<file path="src/rtl/k33_free_triple_tracker_defines.svh">
// Assertion helpers for the triple tracker.
`ifndef K33_FREE_TRIPLE_TRACKER_DEFINES_SVH
`define K33_FREE_TRIPLE_TRACKER_DEFINES_SVH

// Consequent checked in the same cycle as the antecedent.
`define K33_ASSERT_SAME(label, ck, rn, ante, cons, msg) \
    label: assert property (@(posedge ck) disable iff (!rn) (ante) |-> (cons)) \
        else $error(msg);

// Consequent checked in the cycle after the antecedent.
`define K33_ASSERT_NEXT(label, ck, rn, ante, cons, msg) \
    label: assert property (@(posedge ck) disable iff (!rn) (ante) |=> (cons)) \
        else $error(msg);

`endif

</file>
<file path="src/rtl/k33_pkg.sv">
package k33_pkg;

    localparam int MAX_COLS   = 24;
    localparam int ROW_W      = MAX_COLS;
    localparam int NCOL_W     = 5;
    localparam int MODE_W     = 2;
    localparam int COL_W      = $clog2(MAX_COLS + 1);
    localparam int PAIR_DEPTH = MAX_COLS * MAX_COLS;
    localparam int ADDR_W     = $clog2(PAIR_DEPTH);
    localparam int WORD_W     = 2 * ROW_W;

    localparam logic [MODE_W-1:0] MODE_TEST     = MODE_W'(0);
    localparam logic [MODE_W-1:0] MODE_COMMIT   = MODE_W'(1);
    localparam logic [MODE_W-1:0] MODE_UNCOMMIT = MODE_W'(2);

    localparam logic [NCOL_W-1:0] NCOL_RESET = NCOL_W'(24);

    typedef enum logic [2:0] {
        ST_CLEAR,
        ST_IDLE,
        ST_CHECK,
        ST_CHECK_DRAIN,
        ST_DECIDE,
        ST_UPDATE,
        ST_UPDATE_DRAIN,
        ST_REPORT
    } k33_state_t;

    typedef struct packed {
        logic clear_en;
        logic load;
        logic cursor_init;
        logic scan;
        logic upd_pass;
    } k33_cmd_t;

    typedef struct packed {
        logic clear_last;
        logic scan_done;
        logic need_update;
    } k33_status_t;

endpackage

</file>
<file path="src/rtl/k33_ctrl.sv">
module k33_ctrl (
    input  logic                  clk,
    input  logic                  rst_n,
    input  logic                  start,
    output logic                  busy,
    output logic                  done,
    output k33_pkg::k33_cmd_t     cmd,
    input  k33_pkg::k33_status_t  status
);
    import k33_pkg::*;

    k33_state_t state_reg;
    k33_state_t state_next;

    always_ff @(posedge clk or negedge rst_n)
    begin
        if (!rst_n)
        begin
            state_reg <= ST_CLEAR;
        end
        else
        begin
            state_reg <= state_next;
        end
    end

    always_comb
    begin
        state_next = state_reg;
        case (state_reg)
            ST_CLEAR:
            begin
                if (status.clear_last)
                begin
                    state_next = ST_IDLE;
                end
            end
            ST_IDLE:
            begin
                if (start)
                begin
                    state_next = ST_CHECK;
                end
            end
            ST_CHECK:
            begin
                if (status.scan_done)
                begin
                    state_next = ST_CHECK_DRAIN;
                end
            end
            ST_CHECK_DRAIN:
            begin
                state_next = ST_DECIDE;
            end
            ST_DECIDE:
            begin
                state_next = status.need_update ? ST_UPDATE : ST_REPORT;
            end
            ST_UPDATE:
            begin
                if (status.scan_done)
                begin
                    state_next = ST_UPDATE_DRAIN;
                end
            end
            ST_UPDATE_DRAIN:
            begin
                state_next = ST_REPORT;
            end
            ST_REPORT:
            begin
                state_next = ST_IDLE;
            end
            default:
            begin
                state_next = ST_IDLE;
            end
        endcase
    end

    always_comb
    begin
        cmd  = '0;
        busy = 1'b1;
        done = 1'b0;
        case (state_reg)
            ST_CLEAR:
            begin
                cmd.clear_en = 1'b1;
            end
            ST_IDLE:
            begin
                busy            = 1'b0;
                cmd.load        = start;
                cmd.cursor_init = start;
            end
            ST_CHECK:
            begin
                cmd.scan = 1'b1;
            end
            ST_CHECK_DRAIN:
            begin
                // check verdict already settled; rewind cursor for the update pass
                cmd.cursor_init = 1'b1;
            end
            ST_DECIDE:
            begin
                cmd = '0;
            end
            ST_UPDATE:
            begin
                cmd.scan     = 1'b1;
                cmd.upd_pass = 1'b1;
            end
            ST_UPDATE_DRAIN:
            begin
                cmd = '0;
            end
            ST_REPORT:
            begin
                done = 1'b1;
            end
            default:
            begin
                cmd = '0;
            end
        endcase
    end

endmodule

</file>
<file path="config.mk">
export PLATFORM = sky130hd
export DESIGN_NAME = k33_ctrl
export DESIGN_NICKNAME = d
export VERILOG_FILES = /design/src/rtl/k33_free_triple_tracker_defines.svh /design/src/rtl/k33_pkg.sv /design/src/rtl/k33_ctrl.sv
export SDC_FILE = /design/constraint.sdc
export NUM_CORES = 1
export LEC_CHECK = 0
export ABC_AREA = 1
export BUFFER_PORTS_ARGS = -buffer_cell sky130_fd_sc_hd__buf_2
export CORE_AREA = 2 2 39 41
export CTS_CLUSTER_SIZE = 8
export DETAILED_ROUTE_END_ITERATION = 8
export DIE_AREA = 0 0 41 43
export HOLD_SLACK_MARGIN = 0.1
export PLACE_DENSITY_LB_ADDON = 0.2
export SETUP_SLACK_MARGIN = 0.3
export SLEW_MARGIN = 20
export SYNTH_ARGS = -nofsm -noshare
export SYNTH_HDL_FRONTEND = slang
export SYNTH_SLANG_ARGS = --single-unit
</file>
<file path="constraint.sdc">
create_clock -name clk -period 1.4 [get_ports clk]
set_input_delay 0.28 -clock clk [delete_from_list [all_inputs] [get_ports clk]]
set_output_delay 0.28 -clock clk [all_outputs]
set_load 0.05 [all_outputs]
</file>
==> impl_metrics.ini <==
[drt]
dr_wl_met2_um = 471
drt-total-wl_um = 786
via_per_inst = 4.16
wire_per_inst_um = 9.25
detail_route.iter0.violations = 2
ant_nets = 0
vias = 354
topRoutingLayerUsed = met3
drc = 0
first_pass_iters = 2
met1_length_um = 295
wl_met3_um = 19

[cells_and_area]
syn2layout_area_growth_pct = 130
layoutNonFillerInstCount = 85
largest_register_ffs = 3
layout-drive-gt1-share = 0.710
stdcell_area_um2 = 634
mostFrequentLayoutCells = buf_4, buf_6, nand2_1, buf_2
nets = 76
antennaDiodeCount = 0
layout_commonest_cell = buf_4

[die]
die-area_um2 = 1760
core_area_um2 = 1380
num_rows = 14
start_util = 0.199
die_x_um = 41
die_y_um = 43
boundaryPins = 13

[cts]
cts_max_level = 1
clock_latency_ns = 0.23
cts_inserted_buffers = 3
clk_path_buf_depth = 2
cts_sinks = 3
cts_tree = yes
cts-root-buf = clkbuf_4
path_clk_slew_ns = 0.04

[flow_run]
maxCapViolCount = 0

[outcome]
violations = negative setup slack
outcome = finished with violations

[sta]
worstMarginPinSlew_ns = 0.247
layout_min_cycle_time_ns = 1.47
hold_viol = 0
rsz0062_at_grt = true
final_max_slew_viol_count = 0
setup_viol = 6
setup_ws_ns = -0.0676
relSlewSlack = 0.835
min_period_over_period = 1.05
skew_ns = 0.00444
max_freq_mhz = 681

[global_routing]
grt_max_degree = 8
grt_pass1_vias = 366
antenna_found_initial = 0
grt_first_pass_wirelength_um = 1430
grt_usage = 0.120
overflow = 0

[synth]
synth_cells = 39
seq_area_frac_synth = 0.273
synth_area_um2 = 275
synthesis.nets = 45
ys_types = 19
synth_seq_cells = 3
synth.avg_cell_area_um2 = 7.06
ys_warn_count = 0

[placement]
place_ws_ns = 0.0148
place_area_um2 = 444
place.gp.congestion = 0.689
hpwl_um = 620
dp_cells = 72
io_buffer_count = 12

[setup_path]
crit_type = reg2out
cp_max_fo = 4
required_ns = 1.12
cp-end-kind = output port
crit_path_start_kind = register
critPathArrivalTime_ns = 1.19

[min_path]
hold_class = in2reg
## synthesized netlist by cell type
cell | count | area (um2)
a21oi_2 | 1 | 8.76
buf_4 | 1 | 7.51
clkinv_1 | 2 | 7.51
dfrtp_1 | 3 | 75.1
inv_1 | 2 | 7.51
inv_2 | 3 | 11.3
nand2_1 | 9 | 33.8
nand3_1 | 2 | 10.0
nand3_2 | 3 | 30.0
nand3b_1 | 2 | 15.0
nand4_2 | 1 | 12.5
nor2_1 | 3 | 11.3
nor2_2 | 1 | 6.26
nor3_1 | 1 | 5.00
o21a_1 | 1 | 7.51
o21ai_0 | 1 | 5.00
o22ai_1 | 1 | 6.26
or2_1 | 1 | 6.26
xor2_1 | 1 | 8.76
## repair_timing
item                                    CTS  global route
pin swaps                                 5             1
hold buffers                              1             0
resized for setup                        25             1
hold endpoints to repair                  3             0
endpoints found under the setup margin   10             9
setup buffers                             6             2
## path summary, 6_finish.rpt
kind | start | slack [ns] | cells after the start | end
setup / recovery | state_reg[2] | -0.07 | 3 | cmd[4]
hold / removal | status[1] | 0.34 | 3 | state_reg[1]
setup reg to reg | state_reg[1] | 0.11 | 8 | state_reg[1]
hold reg to reg | state_reg[0] | 0.72 | 3 | state_reg[0]
max in group asynchronous | rst_n | 0.91 | 2 | state_reg[1]
min in group asynchronous | rst_n | 0.37 | 2 | state_reg[0]
## cell families (layout without fill, tap and decap cells)
kind of cell,after synthesis,in the layout,share of synthesized area
and+or+nand+nor,23,23,0.473
buffers and inverters,8,38,0.123
AOI/OAI and AO/OA,4,4,0.100
DFF,3,3,0.273
xor gates and xnor gates,1,1,0.0318
## stage by stage
| step | utilization | setup TNS, ns | hold WS, ns |
|---|---|---|---|
| floorplan | - | -0.107 | -0.0156 |
| global placement | 0.321 | 0 | 0.0758 |
| detailed placement | 0.321 | 0 | 0.0769 |
| CTS | 0.445 | -0.424 | 0.341 |
| global route | 0.458 | -0.644 | 0.369 |
| finish | 0.458 | -0.230 | 0.340 |
## area by class of cell
class,count,area (um2)
multi-input combinational,28,243
fill,143,749
timing repair buffer,27,231
sequential,3,78.8
clock buffer,4,26.3
tap,16,20.0
inverter,7,35.0
## worst max-delay path, stage by stage (launching register included)
cell,delay (ns)
dfrtp_2,0.45
buf_6,0.15
nor3_4,0.17
buf_6,0.18
## per-layer routing
metal / vias up / global-route usage
li1: 189 / -
met1: 160 / 0.126
met2: 5 / 0.203
met3: 0 / 0.0314
met4: 0 / 0.0600
met5: - / 0
Power is not shown: default switching activity piles up to over one toggle a cycle in this logic, so the estimate is an artifact.
